==> config.mk <==
export PLATFORM = sky130hd
export DESIGN_NAME = button_gesture_classifier_top
export DESIGN_NICKNAME = d
export VERILOG_FILES = /design/src/hdl/bgc_pkg.sv /design/src/hdl/bgc_front.sv /design/src/hdl/bgc_queue.sv /design/src/hdl/bgc_rate_div.sv /design/src/hdl/bgc_back.sv /design/src/hdl/button_gesture_classifier_top.sv
export VERILOG_INCLUDE_DIRS = /design/src /design/src/hdl
export SDC_FILE = /design/constraint.sdc
export NUM_CORES = 2
export LEC_CHECK = 0
export ABC_CLOCK_PERIOD_IN_PS = 12850
export BUFFER_PORTS_ARGS = -buffer_cell sky130_fd_sc_hd__clkbuf_2
export CORE_MARGIN = 1.5
export CORE_UTILIZATION = 40
export DETAILED_ROUTE_END_ITERATION = 10
export GPL_TIMING_DRIVEN = 0
export SYNTH_ARGS = -nofsm -noshare
export SYNTH_HDL_FRONTEND = slang
export SYNTH_SLANG_ARGS = --single-unit
==> constraint.sdc <==
create_clock -name clk_i -period 12.85 [get_ports clk_i]
set_clock_uncertainty 0.2 [all_clocks]
set_input_delay 1.9275 -clock clk_i [delete_from_list [all_inputs] [get_ports clk_i]]
set_output_delay 1.9275 -clock clk_i [all_outputs]
set_load 0.005 [all_outputs]
==> src/hdl/button_gesture_classifier_top_defines.svh <==
// assertion macros for the button gesture classifier
// expects clk_i and rst_ni in the module that uses them
`ifndef BUTTON_GESTURE_CLASSIFIER_TOP_DEFINES_SVH
`define BUTTON_GESTURE_CLASSIFIER_TOP_DEFINES_SVH
`ifndef SYNTHESIS
`define BGC_ASSERT(lbl, prop, msg) \
  lbl: assert property (@(posedge clk_i) disable iff (!rst_ni) (prop)) else $error(msg);
`define BGC_ASSERT_NEVER(lbl, cond, msg) \
  lbl: assert property (@(posedge clk_i) disable iff (!rst_ni) !(cond)) else $error(msg);
`else
`define BGC_ASSERT(lbl, prop, msg)
`define BGC_ASSERT_NEVER(lbl, cond, msg)
`endif
`endif

==> src/hdl/bgc_pkg.sv <==
// shared types and constants of the button gesture classifier
// no dependencies
package bgc_pkg;

  localparam int unsigned BrightnessRangeDef = 255;
  localparam int unsigned QuadClicksDef      = 4;

  localparam logic [15:0] DebounceRst    = 16'd30;
  localparam logic [15:0] ClickWindowRst = 16'd400;
  localparam logic [15:0] LongPressRst   = 16'd800;
  localparam logic [15:0] ResetWarnRst   = 16'd8000;
  localparam logic [15:0] ResetFireRst   = 16'd10000;
  localparam logic [15:0] RampStartRst   = 16'd1200;
  localparam logic [15:0] RampStepRst    = 16'd50;
  localparam logic [15:0] RampSweepRst   = 16'd2000;

  localparam logic [2:0]  ClickMax = 3'd7;
  localparam logic [23:0] RateMax  = 24'hFFFFFF;

  typedef enum logic [3:0] {
    CFG_DEBOUNCE     = 4'd0,
    CFG_CLICK_WINDOW = 4'd1,
    CFG_LONG_PRESS   = 4'd2,
    CFG_RESET_WARN   = 4'd3,
    CFG_RESET_FIRE   = 4'd4,
    CFG_RAMP_START   = 4'd5,
    CFG_RAMP_STEP    = 4'd6,
    CFG_RAMP_SWEEP   = 4'd7
  } cfg_idx_e;

  typedef enum logic [3:0] {
    G_NONE          = 4'd0,
    G_SINGLE        = 4'd1,
    G_DOUBLE        = 4'd2,
    G_TRIPLE        = 4'd3,
    G_QUAD          = 4'd4,
    G_LONG_START    = 4'd5,
    G_HOLD          = 4'd6,
    G_LONG_RELEASE  = 4'd7,
    G_FACTORY_RESET = 4'd8
  } gesture_e;

  typedef enum logic [1:0] {
    EV_NONE    = 2'd0,
    EV_PRESS   = 2'd1,
    EV_RELEASE = 2'd2
  } ev_kind_e;

  typedef enum logic [1:0] {
    S_IDLE = 2'd0,
    S_EVAL = 2'd1,
    S_MUL  = 2'd2,
    S_ACC  = 2'd3
  } back_state_e;

  typedef struct packed {
    logic [15:0] debounce;
    logic [15:0] click_window;
    logic [15:0] long_press;
    logic [15:0] reset_warn;
    logic [15:0] reset_fire;
    logic [15:0] ramp_start;
    logic [15:0] ramp_step;
    logic [15:0] ramp_sweep;
  } cfg_t;

  typedef struct packed {
    logic [31:0] now;
    logic        take;
    ev_kind_e    kind;
  } poll_t;

  typedef struct packed {
    gesture_e           gesture;
    logic [31:0]        last_hold_ms;
    logic [31:0]        hold_ms;
    logic               reset_warning;
    logic               ramp_active;
    logic signed [15:0] ramp_delta;
  } result_t;

endpackage

==> src/hdl/bgc_front.sv <==
// front end: accepts polls, debounces the raw level, tags press and release edges
// depends on bgc_pkg
module bgc_front (
  input  logic          clk_i,
  input  logic          rst_ni,
  input  logic          valid_i,
  output logic          ready_o,
  input  logic [31:0]   now_i,
  input  logic          raw_i,
  input  logic          take_i,
  input  logic [15:0]   debounce_i,
  input  logic          q_full_i,
  input  logic          rate_busy_i,
  output logic          push_o,
  output bgc_pkg::poll_t entry_o
);

  logic        last_raw_q, last_raw_d;
  logic [31:0] change_q, change_d;
  logic        stable_q, stable_d;
  logic        edge_det;

  assign ready_o = !q_full_i && !rate_busy_i;
  assign push_o  = valid_i && ready_o;

  always_comb begin
    last_raw_d = last_raw_q;
    change_d   = change_q;
    stable_d   = stable_q;
    edge_det   = 1'b0;
    if (raw_i != last_raw_q) begin
      last_raw_d = raw_i;
      change_d   = now_i;
    end
    if ((now_i - change_d) >= {16'd0, debounce_i} && raw_i != stable_q) begin
      stable_d = raw_i;
      edge_det = 1'b1;
    end
  end

  always_comb begin
    entry_o.now  = now_i;
    entry_o.take = take_i;
    if (edge_det && raw_i) begin
      entry_o.kind = bgc_pkg::EV_PRESS;
    end else if (edge_det) begin
      entry_o.kind = bgc_pkg::EV_RELEASE;
    end else begin
      entry_o.kind = bgc_pkg::EV_NONE;
    end
  end

  always_ff @(posedge clk_i or negedge rst_ni) begin
    if (!rst_ni) begin
      last_raw_q <= 1'b0;
      change_q   <= '0;
      stable_q   <= 1'b0;
    end else if (push_o) begin
      last_raw_q <= last_raw_d;
      change_q   <= change_d;
      stable_q   <= stable_d;
    end
  end

endmodule

==> src/hdl/bgc_queue.sv <==
// two-entry poll queue between front and back end
// depends on bgc_pkg
module bgc_queue (
  input  logic           clk_i,
  input  logic           rst_ni,
  input  logic           push_i,
  input  bgc_pkg::poll_t wdata_i,
  input  logic           pop_i,
  output bgc_pkg::poll_t rdata_o,
  output logic           full_o,
  output logic           empty_o
);

  bgc_pkg::poll_t mem_q [2];
  logic       wr_ptr_q, rd_ptr_q;
  logic [1:0] cnt_q;

  assign full_o  = cnt_q == 2'd2;
  assign empty_o = cnt_q == 2'd0;
  assign rdata_o = mem_q[rd_ptr_q];

  always_ff @(posedge clk_i) begin
    if (push_i) begin
      mem_q[wr_ptr_q] <= wdata_i;
    end
  end

  always_ff @(posedge clk_i or negedge rst_ni) begin
    if (!rst_ni) begin
      wr_ptr_q <= 1'b0;
      rd_ptr_q <= 1'b0;
      cnt_q    <= '0;
    end else begin
      if (push_i) wr_ptr_q <= !wr_ptr_q;
      if (pop_i) rd_ptr_q <= !rd_ptr_q;
      if (push_i && !pop_i) begin
        cnt_q <= cnt_q + 2'd1;
      end else if (pop_i && !push_i) begin
        cnt_q <= cnt_q - 2'd1;
      end
    end
  end

endmodule

==> src/hdl/bgc_rate_div.sv <==
// restoring divider for the ramp rate, range << 16 over sweep, one bit a cycle
// depends on bgc_pkg
module bgc_rate_div #(
  parameter int unsigned BRIGHTNESS_RANGE = bgc_pkg::BrightnessRangeDef
) (
  input  logic        clk_i,
  input  logic        rst_ni,
  input  logic        start_i,
  input  logic [15:0] sweep_i,
  output logic        busy_o,
  output logic [23:0] rate_o
);

  localparam logic [31:0] Num = 32'(BRIGHTNESS_RANGE) << 16;

  logic        pend_q;
  logic [5:0]  cnt_q;
  logic [15:0] div_q;
  logic [16:0] rem_q;
  logic [31:0] quo_q;
  logic [16:0] trial;
  logic [15:0] sweep_sel;

  assign trial  = {rem_q[15:0], quo_q[31]};
  assign busy_o = pend_q || (cnt_q != 6'd0);
  assign rate_o = (|quo_q[31:24]) ? bgc_pkg::RateMax : quo_q[23:0];
  // the run after reset divides by the reset value of the sweep register
  assign sweep_sel = start_i ? sweep_i : bgc_pkg::RampSweepRst;

  always_ff @(posedge clk_i or negedge rst_ni) begin
    if (!rst_ni) begin
      pend_q <= 1'b1;
      cnt_q  <= '0;
      div_q  <= 16'd1;
      rem_q  <= '0;
      quo_q  <= '0;
    end else if (start_i || pend_q) begin
      pend_q <= 1'b0;
      cnt_q  <= 6'd32;
      div_q  <= (sweep_sel == 16'd0) ? 16'd1 : sweep_sel;
      rem_q  <= '0;
      quo_q  <= Num;
    end else if (cnt_q != 6'd0) begin
      cnt_q <= cnt_q - 6'd1;
      if (trial >= {1'b0, div_q}) begin
        rem_q <= trial - {1'b0, div_q};
        quo_q <= {quo_q[30:0], 1'b1};
      end else begin
        rem_q <= trial;
        quo_q <= {quo_q[30:0], 1'b0};
      end
    end
  end

endmodule

==> src/hdl/bgc_back.sv <==
// back end: gesture state machine, click counting, hold timers and ramp accumulator
// depends on bgc_pkg and the assertion macro header
`include "button_gesture_classifier_top_defines.svh"
module bgc_back #(
  parameter int unsigned QUAD_CLICKS = bgc_pkg::QuadClicksDef
) (
  input  logic             clk_i,
  input  logic             rst_ni,
  input  bgc_pkg::cfg_t    cfg_i,
  input  logic [23:0]      rate_i,
  input  logic             q_empty_i,
  input  bgc_pkg::poll_t   q_data_i,
  output logic             pop_o,
  output logic             out_valid_o,
  input  logic             out_ready_i,
  output bgc_pkg::result_t out_o
);

  localparam logic [2:0] Quad = 3'(QUAD_CLICKS);

  bgc_pkg::back_state_e state_q, state_d;
  bgc_pkg::poll_t       cur_q;

  logic        held_q, held_d;
  logic [31:0] press_start_q, press_start_d;
  logic        long_q, long_d;
  logic        rfired_q, rfired_d;
  logic [31:0] last_ev_q, last_ev_d;
  logic [2:0]  clicks_q, clicks_d;
  logic [31:0] deadline_q, deadline_d;
  logic        down_q, down_d;
  logic        started_q, started_d;
  logic [31:0] phase_q, phase_d;
  logic [31:0] last_upd_q, last_upd_d;
  logic signed [31:0] accum_q, accum_d;
  logic [31:0] prev_q, prev_d;

  bgc_pkg::gesture_e gest_q, gest_d;
  logic [31:0] dur_q, dur_d;
  logic        warn_q, warn_d;
  logic        ramp_q, ramp_d;
  logic        acc_en_q, acc_en_d;
  logic        acc_dn_q, acc_dn_d;
  logic [31:0] elapsed_q, elapsed_d;
  logic [55:0] prod_q;

  bgc_pkg::result_t out_q;
  logic             out_valid_q;
  logic             out_load;

  logic [31:0] now, hold_dur, sweep_eff, since_due;
  logic [2:0]  cnt_inc;
  logic signed [57:0] sum;
  logic signed [31:0] acc_sat;
  logic signed [15:0] whole;

  // next state
  always_comb begin
    state_d = state_q;
    case (state_q)
      bgc_pkg::S_IDLE: if (!q_empty_i) state_d = bgc_pkg::S_EVAL;
      bgc_pkg::S_EVAL: state_d = bgc_pkg::S_MUL;
      bgc_pkg::S_MUL:  state_d = bgc_pkg::S_ACC;
      bgc_pkg::S_ACC:  if (!out_valid_q || out_ready_i) state_d = bgc_pkg::S_IDLE;
      default:         state_d = bgc_pkg::S_IDLE;
    endcase
  end

  // control outputs
  always_comb begin
    pop_o    = 1'b0;
    out_load = 1'b0;
    case (state_q)
      bgc_pkg::S_IDLE: pop_o = !q_empty_i;
      bgc_pkg::S_ACC:  out_load = !out_valid_q || out_ready_i;
      default: ;
    endcase
  end

  // per-poll state update
  always_comb begin
    held_d = held_q; press_start_d = press_start_q; long_d = long_q;
    rfired_d = rfired_q; last_ev_d = last_ev_q; clicks_d = clicks_q;
    deadline_d = deadline_q; down_d = down_q; started_d = started_q;
    phase_d = phase_q; last_upd_d = last_upd_q; prev_d = prev_q;
    gest_d = gest_q; dur_d = dur_q; warn_d = warn_q; ramp_d = ramp_q;
    acc_en_d = acc_en_q; acc_dn_d = acc_dn_q; elapsed_d = elapsed_q;
    now       = cur_q.now;
    hold_dur  = now - press_start_q;
    since_due = now - deadline_q;
    sweep_eff = (cfg_i.ramp_sweep == 16'd0) ? 32'd1 : {16'd0, cfg_i.ramp_sweep};
    cnt_inc   = (clicks_q == bgc_pkg::ClickMax) ? bgc_pkg::ClickMax : clicks_q + 3'd1;
    if (state_q == bgc_pkg::S_EVAL) begin
      gest_d    = bgc_pkg::G_NONE;
      acc_en_d  = 1'b0;
      acc_dn_d  = down_q;
      elapsed_d = now - last_upd_q;
      case (cur_q.kind)
        bgc_pkg::EV_PRESS: begin
          held_d = 1'b1; press_start_d = now; long_d = 1'b0;
          rfired_d = 1'b0; last_ev_d = now;
        end
        bgc_pkg::EV_RELEASE: begin
          prev_d = hold_dur;
          held_d = 1'b0;
          if (rfired_q || long_q) begin
            press_start_d = '0; long_d = 1'b0; rfired_d = 1'b0; last_ev_d = '0;
            down_d = 1'b0; started_d = 1'b0; phase_d = '0; last_upd_d = '0;
            gest_d = bgc_pkg::G_LONG_RELEASE;
          end else begin
            deadline_d = now + {16'd0, cfg_i.click_window};
            if (cnt_inc >= Quad) begin
              clicks_d = '0;
              gest_d   = bgc_pkg::G_QUAD;
            end else begin
              clicks_d = cnt_inc;
            end
          end
        end
        default: begin
          if (held_q) begin
            if (!rfired_q && hold_dur >= {16'd0, cfg_i.reset_fire}) begin
              rfired_d = 1'b1; clicks_d = '0;
              gest_d = bgc_pkg::G_FACTORY_RESET;
            end else if (!rfired_q && hold_dur >= {16'd0, cfg_i.long_press}) begin
              if (!long_q) begin
                long_d = 1'b1; clicks_d = '0; last_ev_d = now;
                gest_d = bgc_pkg::G_LONG_START;
              end else begin
                if (hold_dur >= {16'd0, cfg_i.ramp_start}) begin
                  if (!started_q) begin
                    // first ramp poll only arms the timers
                    started_d = 1'b1; down_d = 1'b0; phase_d = now; last_upd_d = now;
                  end else begin
                    acc_en_d   = 1'b1;
                    last_upd_d = now;
                    if ((now - phase_q) >= sweep_eff) begin
                      down_d  = !down_q;
                      phase_d = now;
                    end
                  end
                end
                if ((now - last_ev_q) >= {16'd0, cfg_i.ramp_step}) begin
                  last_ev_d = now;
                  gest_d = bgc_pkg::G_HOLD;
                end
              end
            end
          end else if (clicks_q != 3'd0 && !since_due[31]) begin
            clicks_d = '0;
            case (clicks_q)
              3'd1:    gest_d = bgc_pkg::G_SINGLE;
              3'd2:    gest_d = bgc_pkg::G_DOUBLE;
              3'd3:    gest_d = bgc_pkg::G_TRIPLE;
              default: gest_d = bgc_pkg::G_NONE;
            endcase
          end
        end
      endcase
      dur_d  = held_d ? now - press_start_d : 32'd0;
      warn_d = held_d && !rfired_d && dur_d >= {16'd0, cfg_i.reset_warn};
      ramp_d = held_d && !rfired_d && long_d && dur_d >= {16'd0, cfg_i.ramp_start};
    end
  end

  // accumulate with saturation, then on a take poll with the ramp active take the whole part toward zero
  always_comb begin
    if (acc_dn_q) begin
      sum = 58'(accum_q) - $signed({2'b00, prod_q});
    end else begin
      sum = 58'(accum_q) + $signed({2'b00, prod_q});
    end
    if (sum > 58'sh7FFFFFFF) begin
      acc_sat = 32'sh7FFFFFFF;
    end else if (sum < -58'sh80000000) begin
      acc_sat = -32'sh80000000;
    end else begin
      acc_sat = sum[31:0];
    end
    whole   = '0;
    accum_d = acc_sat;
    if (cur_q.take && ramp_q) begin
      whole = acc_sat[31:16] + 16'((acc_sat[31] && (acc_sat[15:0] != 16'd0)) ? 1 : 0);
      accum_d = acc_sat - {whole, 16'd0};
    end
  end

  always_ff @(posedge clk_i) begin
    if (pop_o) cur_q <= q_data_i;
    if (state_q == bgc_pkg::S_MUL) begin
      prod_q <= acc_en_q ? 56'(rate_i) * 56'(elapsed_q) : 56'd0;
    end
    if (out_load) begin
      out_q.gesture       <= gest_q;
      out_q.last_hold_ms  <= prev_q;
      out_q.hold_ms       <= dur_q;
      out_q.reset_warning <= warn_q;
      out_q.ramp_active   <= ramp_q;
      out_q.ramp_delta    <= whole;
    end
    gest_d_reg: begin
      gest_q <= gest_d; dur_q <= dur_d; warn_q <= warn_d; ramp_q <= ramp_d;
      acc_en_q <= acc_en_d; acc_dn_q <= acc_dn_d; elapsed_q <= elapsed_d;
    end
  end

  always_ff @(posedge clk_i or negedge rst_ni) begin
    if (!rst_ni) begin
      state_q <= bgc_pkg::S_IDLE;
      held_q <= 1'b0; press_start_q <= '0; long_q <= 1'b0; rfired_q <= 1'b0;
      last_ev_q <= '0; clicks_q <= '0; deadline_q <= '0; down_q <= 1'b0;
      started_q <= 1'b0; phase_q <= '0; last_upd_q <= '0; accum_q <= '0;
      prev_q <= '0; out_valid_q <= 1'b0;
    end else begin
      state_q <= state_d;
      held_q <= held_d; press_start_q <= press_start_d; long_q <= long_d;
      rfired_q <= rfired_d; last_ev_q <= last_ev_d; clicks_q <= clicks_d;
      deadline_q <= deadline_d; down_q <= down_d; started_q <= started_d;
      phase_q <= phase_d; last_upd_q <= last_upd_d; prev_q <= prev_d;
      if (state_q == bgc_pkg::S_EVAL && cur_q.kind == bgc_pkg::EV_RELEASE
          && (rfired_q || long_q)) begin
        accum_q <= '0;
      end else if (out_load) begin
        accum_q <= accum_d;
      end
      if (out_load) begin
        out_valid_q <= 1'b1;
      end else if (out_ready_i) begin
        out_valid_q <= 1'b0;
      end
    end
  end

  assign out_valid_o = out_valid_q;
  assign out_o       = out_q;

  `BGC_ASSERT(a_mul_to_acc, state_q == bgc_pkg::S_MUL |=> state_q == bgc_pkg::S_ACC, "mul not followed by acc")
  `BGC_ASSERT(a_release_clears, !held_q |-> !long_q && !rfired_q, "hold flags set while released")
  `BGC_ASSERT(a_click_bound, clicks_q < Quad, "click count reached quad")
  `BGC_ASSERT(a_ramp_needs_long, started_q |-> long_q, "ramp armed without long press")

endmodule

==> src/hdl/button_gesture_classifier_top.sv <==
// Button gesture classifier. Polls come in on the s_axis channel, one beat per
// poll (now_ms, raw level, take_delta); one result beat per poll leaves on m_axis
// (gesture, last and current hold time, reset warning, ramp flag, ramp delta).
// Thresholds are set through the cfg write channel (index 0..7, 16-bit data,
// other indexes ignored); write them only while no poll is in flight.
// The front end debounces and tags edges in the accept cycle and pushes into a
// two-entry queue; the back end steps through four states per poll (pop,
// evaluate, 24x32 ramp multiply, accumulate) and pops no new poll before the
// accumulate state has loaded its result into the output register.
// After reset and after each write of the sweep register a divider computes
// the ramp rate; s_axis_tready_o stays low until it is done.
// A stalled m_axis holds its result in the output register; the back end
// waits, the queue fills and then s_axis_tready_o drops.
// depends on bgc_pkg, bgc_front, bgc_queue, bgc_rate_div, bgc_back
module button_gesture_classifier_top #(
  parameter int unsigned BRIGHTNESS_RANGE = bgc_pkg::BrightnessRangeDef,
  parameter int unsigned QUAD_CLICKS      = bgc_pkg::QuadClicksDef
) (
  input  logic        clk_i,
  input  logic        rst_ni,
  input  logic        s_axis_tvalid_i,
  output logic        s_axis_tready_o,
  // now_ms[31:0], raw_pressed[32], take_delta[33], zero pad
  input  logic [39:0] s_axis_tdata_i,
  output logic        m_axis_tvalid_o,
  input  logic        m_axis_tready_i,
  // gesture[3:0], last_hold_ms[35:4], hold_ms[67:36], reset_warning[68],
  // ramp_active[69], ramp_delta[85:70], zero pad
  output logic [87:0] m_axis_tdata_o,
  input  logic        cfg_valid_i,
  output logic        cfg_ready_o,
  input  logic [3:0]  cfg_addr_i,
  input  logic [15:0] cfg_data_i
);

  bgc_pkg::cfg_t    cfg_q;
  bgc_pkg::poll_t   push_entry, q_rdata;
  bgc_pkg::result_t res;
  logic        push, pop, q_full, q_empty, rate_busy, sweep_wr;
  logic [23:0] rate;

  assign cfg_ready_o = 1'b1;
  assign sweep_wr = cfg_valid_i && (cfg_addr_i == bgc_pkg::CFG_RAMP_SWEEP);

  always_ff @(posedge clk_i or negedge rst_ni) begin
    if (!rst_ni) begin
      cfg_q.debounce     <= bgc_pkg::DebounceRst;
      cfg_q.click_window <= bgc_pkg::ClickWindowRst;
      cfg_q.long_press   <= bgc_pkg::LongPressRst;
      cfg_q.reset_warn   <= bgc_pkg::ResetWarnRst;
      cfg_q.reset_fire   <= bgc_pkg::ResetFireRst;
      cfg_q.ramp_start   <= bgc_pkg::RampStartRst;
      cfg_q.ramp_step    <= bgc_pkg::RampStepRst;
      cfg_q.ramp_sweep   <= bgc_pkg::RampSweepRst;
    end else if (cfg_valid_i) begin
      case (cfg_addr_i)
        bgc_pkg::CFG_DEBOUNCE:     cfg_q.debounce     <= cfg_data_i;
        bgc_pkg::CFG_CLICK_WINDOW: cfg_q.click_window <= cfg_data_i;
        bgc_pkg::CFG_LONG_PRESS:   cfg_q.long_press   <= cfg_data_i;
        bgc_pkg::CFG_RESET_WARN:   cfg_q.reset_warn   <= cfg_data_i;
        bgc_pkg::CFG_RESET_FIRE:   cfg_q.reset_fire   <= cfg_data_i;
        bgc_pkg::CFG_RAMP_START:   cfg_q.ramp_start   <= cfg_data_i;
        bgc_pkg::CFG_RAMP_STEP:    cfg_q.ramp_step    <= cfg_data_i;
        bgc_pkg::CFG_RAMP_SWEEP:   cfg_q.ramp_sweep   <= cfg_data_i;
        default: ;
      endcase
    end
  end

  bgc_front u_front (
    .clk_i       (clk_i),
    .rst_ni      (rst_ni),
    .valid_i     (s_axis_tvalid_i),
    .ready_o     (s_axis_tready_o),
    .now_i       (s_axis_tdata_i[31:0]),
    .raw_i       (s_axis_tdata_i[32]),
    .take_i      (s_axis_tdata_i[33]),
    .debounce_i  (cfg_q.debounce),
    .q_full_i    (q_full),
    .rate_busy_i (rate_busy),
    .push_o      (push),
    .entry_o     (push_entry)
  );

  bgc_queue u_queue (
    .clk_i   (clk_i),
    .rst_ni  (rst_ni),
    .push_i  (push),
    .wdata_i (push_entry),
    .pop_i   (pop),
    .rdata_o (q_rdata),
    .full_o  (q_full),
    .empty_o (q_empty)
  );

  bgc_rate_div #(
    .BRIGHTNESS_RANGE (BRIGHTNESS_RANGE)
  ) u_rate_div (
    .clk_i   (clk_i),
    .rst_ni  (rst_ni),
    .start_i (sweep_wr),
    .sweep_i (cfg_data_i),
    .busy_o  (rate_busy),
    .rate_o  (rate)
  );

  bgc_back #(
    .QUAD_CLICKS (QUAD_CLICKS)
  ) u_back (
    .clk_i       (clk_i),
    .rst_ni      (rst_ni),
    .cfg_i       (cfg_q),
    .rate_i      (rate),
    .q_empty_i   (q_empty),
    .q_data_i    (q_rdata),
    .pop_o       (pop),
    .out_valid_o (m_axis_tvalid_o),
    .out_ready_i (m_axis_tready_i),
    .out_o       (res)
  );

  assign m_axis_tdata_o = {2'b00, res.ramp_delta, res.ramp_active, res.reset_warning,
                           res.hold_ms, res.last_hold_ms, res.gesture};

endmodule

==> out/metrics.cfg <==
[run_status]
outcome = finished, final reports clean

[critical_path]
cp-start-kind = flip-flop
cpMostUsedCell = a21oi_1
critPathCaptureType = flip-flop
critPathMaxStageDelay_ns = 0.83
cp.required_ns = 13.27
crit_slowest_cell = xnor2_2
cp.arrival_ns = 12.47
criticalPathCategory = flip-flop to flip-flop
worstPathMaxFanout = 10

[grt]
grt_pass1_wl_mm = 340
antenna_found_initial = 5
grt.overflow.total = 0
grt_pass1_vias = 58276
grt_usage = 0.236
grt_max_degree = 109

[min_path]
hold_class = flip-flop to flip-flop

[place]
dp_hpwl_mm = 179
port_buffers = 131
gp_congestion = 0.966

[routing]
wl_per_cell_um = 20.8
routed_wl_mm = 221
via_per_inst = 5.33
drc = 0
vias = 56838
drtIter0Drc = 3949
antenna_left = 0
drtPass1Iterations = 6

[clock_tree]
cts_buffers = 89
clock_path_buffers = 3
ctsHoldBuffers = 0
clock-sinks = 791
clk-insertion-delay-late_ns = 0.75
cts-root-buf = clkbuf_16
h-tree-depth = 3
cts_tree = done
path_clk_slew_ns = 0.06

[floorplanning]
io_pins = 156
coreArea_sq_mm = 0.184
dieWidth_um = 434
chipHeight_um = 434
rows = 157
dieArea_sq_mm = 0.188
initial_core_util = 0.404

[synthesis]
avgSynthCellArea_sq_um = 9.41
synth_commonest_cells = inv_1 (1,107), nand2_1 (955), fa_1 (667)
syn_inst = 7878
synthAdderAreaFrac = 0.288
synth_compound_area_frac = 0.120
synth_top_area_frac = 0.180
synth_cell_type_count = 101
synthSimpleGateAreaFrac = 0.147
async_flop_share = 0.597
yosysTopAreaCell = fa_1
ys_ff_latch = 791
synth_top_flop_cell = dfrtp_1
synth.area.mux_share = 0.0418
yosysWarnings = 0
synth_edf_count = 319
synth_top_family_by_area = adder cells
synth_most_common_cell = inv_1
yosysSeqAreaShare = 0.289
synth-xor-area-share = 0.0393
synth_area_sq_mm = 0.0742
synth_area_leaders = fa_1 (18%), dfrtp_1 (15%), edfxtp_1 (13%)

[run]
max-cap-violations = 0

[timing]
rsz0062_at_grt = false
period_needed_ns = 12.05
setup_viol = 0
fin_crit_sh = 0.938
hold_viol_final = 0
finalMaxSlewViolations = 0
max-slew-margin-rel = 0.0414
worst_pin_slew_ns = 1.43
fmax_mhz = 83.0

[layout]
layout.nets = 9491
final_util = 0.444
nFillCells = 17732
area.growth.synth_to_final_pct = 9.95
drive_gt1_frac = 0.0829

[flip-flops by register name, indices dropped and copies added, names as in the netlist, 6 cells and up]
register	flops
u_back.dur_q	32
u_back.phase_q	32
u_back.out_o	86
u_rate_div.div_q	16
u_back.deadline_q	32
u_rate_div.rem_q	16
u_back.last_ev_q	32
u_rate_div.quo_q	32
u_back.last_upd_q	32
u_queue.mem_q	70
u_back.prev_q	32
u_back.press_start_q	32
u_front.change_q	32
u_rate_div.cnt_q	6
u_back.now	32
u_back.prod_q	56
u_back.elapsed_q	32
cfg_q	128
u_back.accum_q	32
[critical path, delay by kind of cell (launching register included)]
kind            cells  cell delay (ns)
flops               1             0.42
fa+ha+maj           4             1.37
compound gates     19             3.82
buf+inv             6             1.41
xor+xnor            3             1.13
simple gates       15             3.57
[layout by cell type (no fill, tap or decap), drive strengths merged, types with 18 or more instances in the layout]
cell	netlist	layout
inv	1109	1112
nand2	956	956
fa	667	667
ha	642	642
clkbuf	296	548
dfrtp	436	436
nor2	415	415
o21ai	403	403
a21oi	378	378
edfxtp	319	319
nor2b	277	277
xnor2	238	238
mux2	236	236
a21o	189	189
nor3	130	130
and2	106	106
xor2	94	94
nand2b	77	77
nand3	69	69
buf	44	60
and3	55	55
nand4	51	51
mux2i	44	44
a21boi	43	43
a211oi	43	43
a31oi	41	41
a22oi	40	40
or3	39	39
o21bai	37	37
o21a	36	36
dfstp	36	36
nor4	33	33
or2	32	32
clkinv	0	27
o31ai	20	20
o211ai	18	18
[per-stage QoR]
step	hold WS [ns]	setup WS, ns	setup TNS, ns	instances	area, sq um
floorplan	0.200	2.32	0	7880	74200
global placement	0.203	-1.85	-747.91	10475	77900
detailed placement	0.205	-1.17	-9.74	10487	78200
CTS	0.217	0.147	0	10655	81500
global route	0.224	0.00532	0	10658	81500
finish	0.215	0.803	0	10663	81500
[timing repair]
| action | 4_1_cts | 5_1_grt |
|---|---|---|
| gates resized for setup | 9 | 8 |
| setup buffers | 0 | 2 |
| endpoints found under the setup margin | 11 | 11 |
| cloned | 0 | 0 |
| pin swaps | 0 | 2 |
[layer usage]
layer / part of all wire / routed length (um) / global-route usage / vias to the layer above
li1: - / - / - / 26660
met5: 0 / 0 / 0 / -
met1: 0.41 / 90900 / 0.295 / 28190
met3: 0.056 / 12400 / 0.0322 / 444
met2: 0.48 / 107000 / 0.406 / 1544
met4: 0.051 / 11400 / 0.106 / 0
[cell type report]
type                            instances  area, sq um  area share
Clock inverter                         46          651     0.00798
Inverter                             1109         4160      0.0511
Timing Repair Buffer                  147          986      0.0121
Tap cell                             2464         3080      0.0378
Multi-Input combinational cell       5640        47300       0.580
Antenna cell                            5         12.5    0.000153
Buffer                                339         1350      0.0166
Clock buffer                          122         2530      0.0310
Sequential cell                       791        21400       0.263
[worst paths after layout]
| kind | start | end | slack [ns] | depth (start not counted) |
|---|---|---|---|---|
| max | u_back.prod_q[5]$_SDFFCE_PN0P_ | u_back.accum_q[30]$_DFFE_PN0P_ | 0.80 | 47 |
| min | u_back.dur_q[23]$_DFFE_PP_ | u_back.out_o[41]$_DFFE_PP_ | 0.22 | 0 |
| max reg2reg | u_back.prod_q[5]$_SDFFCE_PN0P_ | u_back.accum_q[30]$_DFFE_PN0P_ | 0.80 | 47 |
| min reg2reg | u_back.dur_q[23]$_DFFE_PP_ | u_back.out_o[41]$_DFFE_PP_ | 0.22 | 0 |
| max in group asynchronous | rst_ni | u_back.accum_q[13]$_DFFE_PN0P_ | 9.22 | 5 |
| min in group asynchronous | rst_ni | u_front.change_q[21]$_DFFE_PN0P_ | 1.03 | 1 |
[logic make-up (layout without fill, tap and decap cells)]
family / count (synthesis) / count (layout)
AOI/OAI and AO/OA: 1412 / 1412
xor gates and xnor gates: 332 / 332
adders and majority gates: 1309 / 1309
buffers and inverters: 1449 / 1763
DFF: 791 / 791
muxes: 280 / 280
other: 2 / 9
and+or+nand+nor: 2303 / 2303
Power is not shown: default switching activity piles up to over one toggle a cycle in this logic, so the estimate is an artifact.
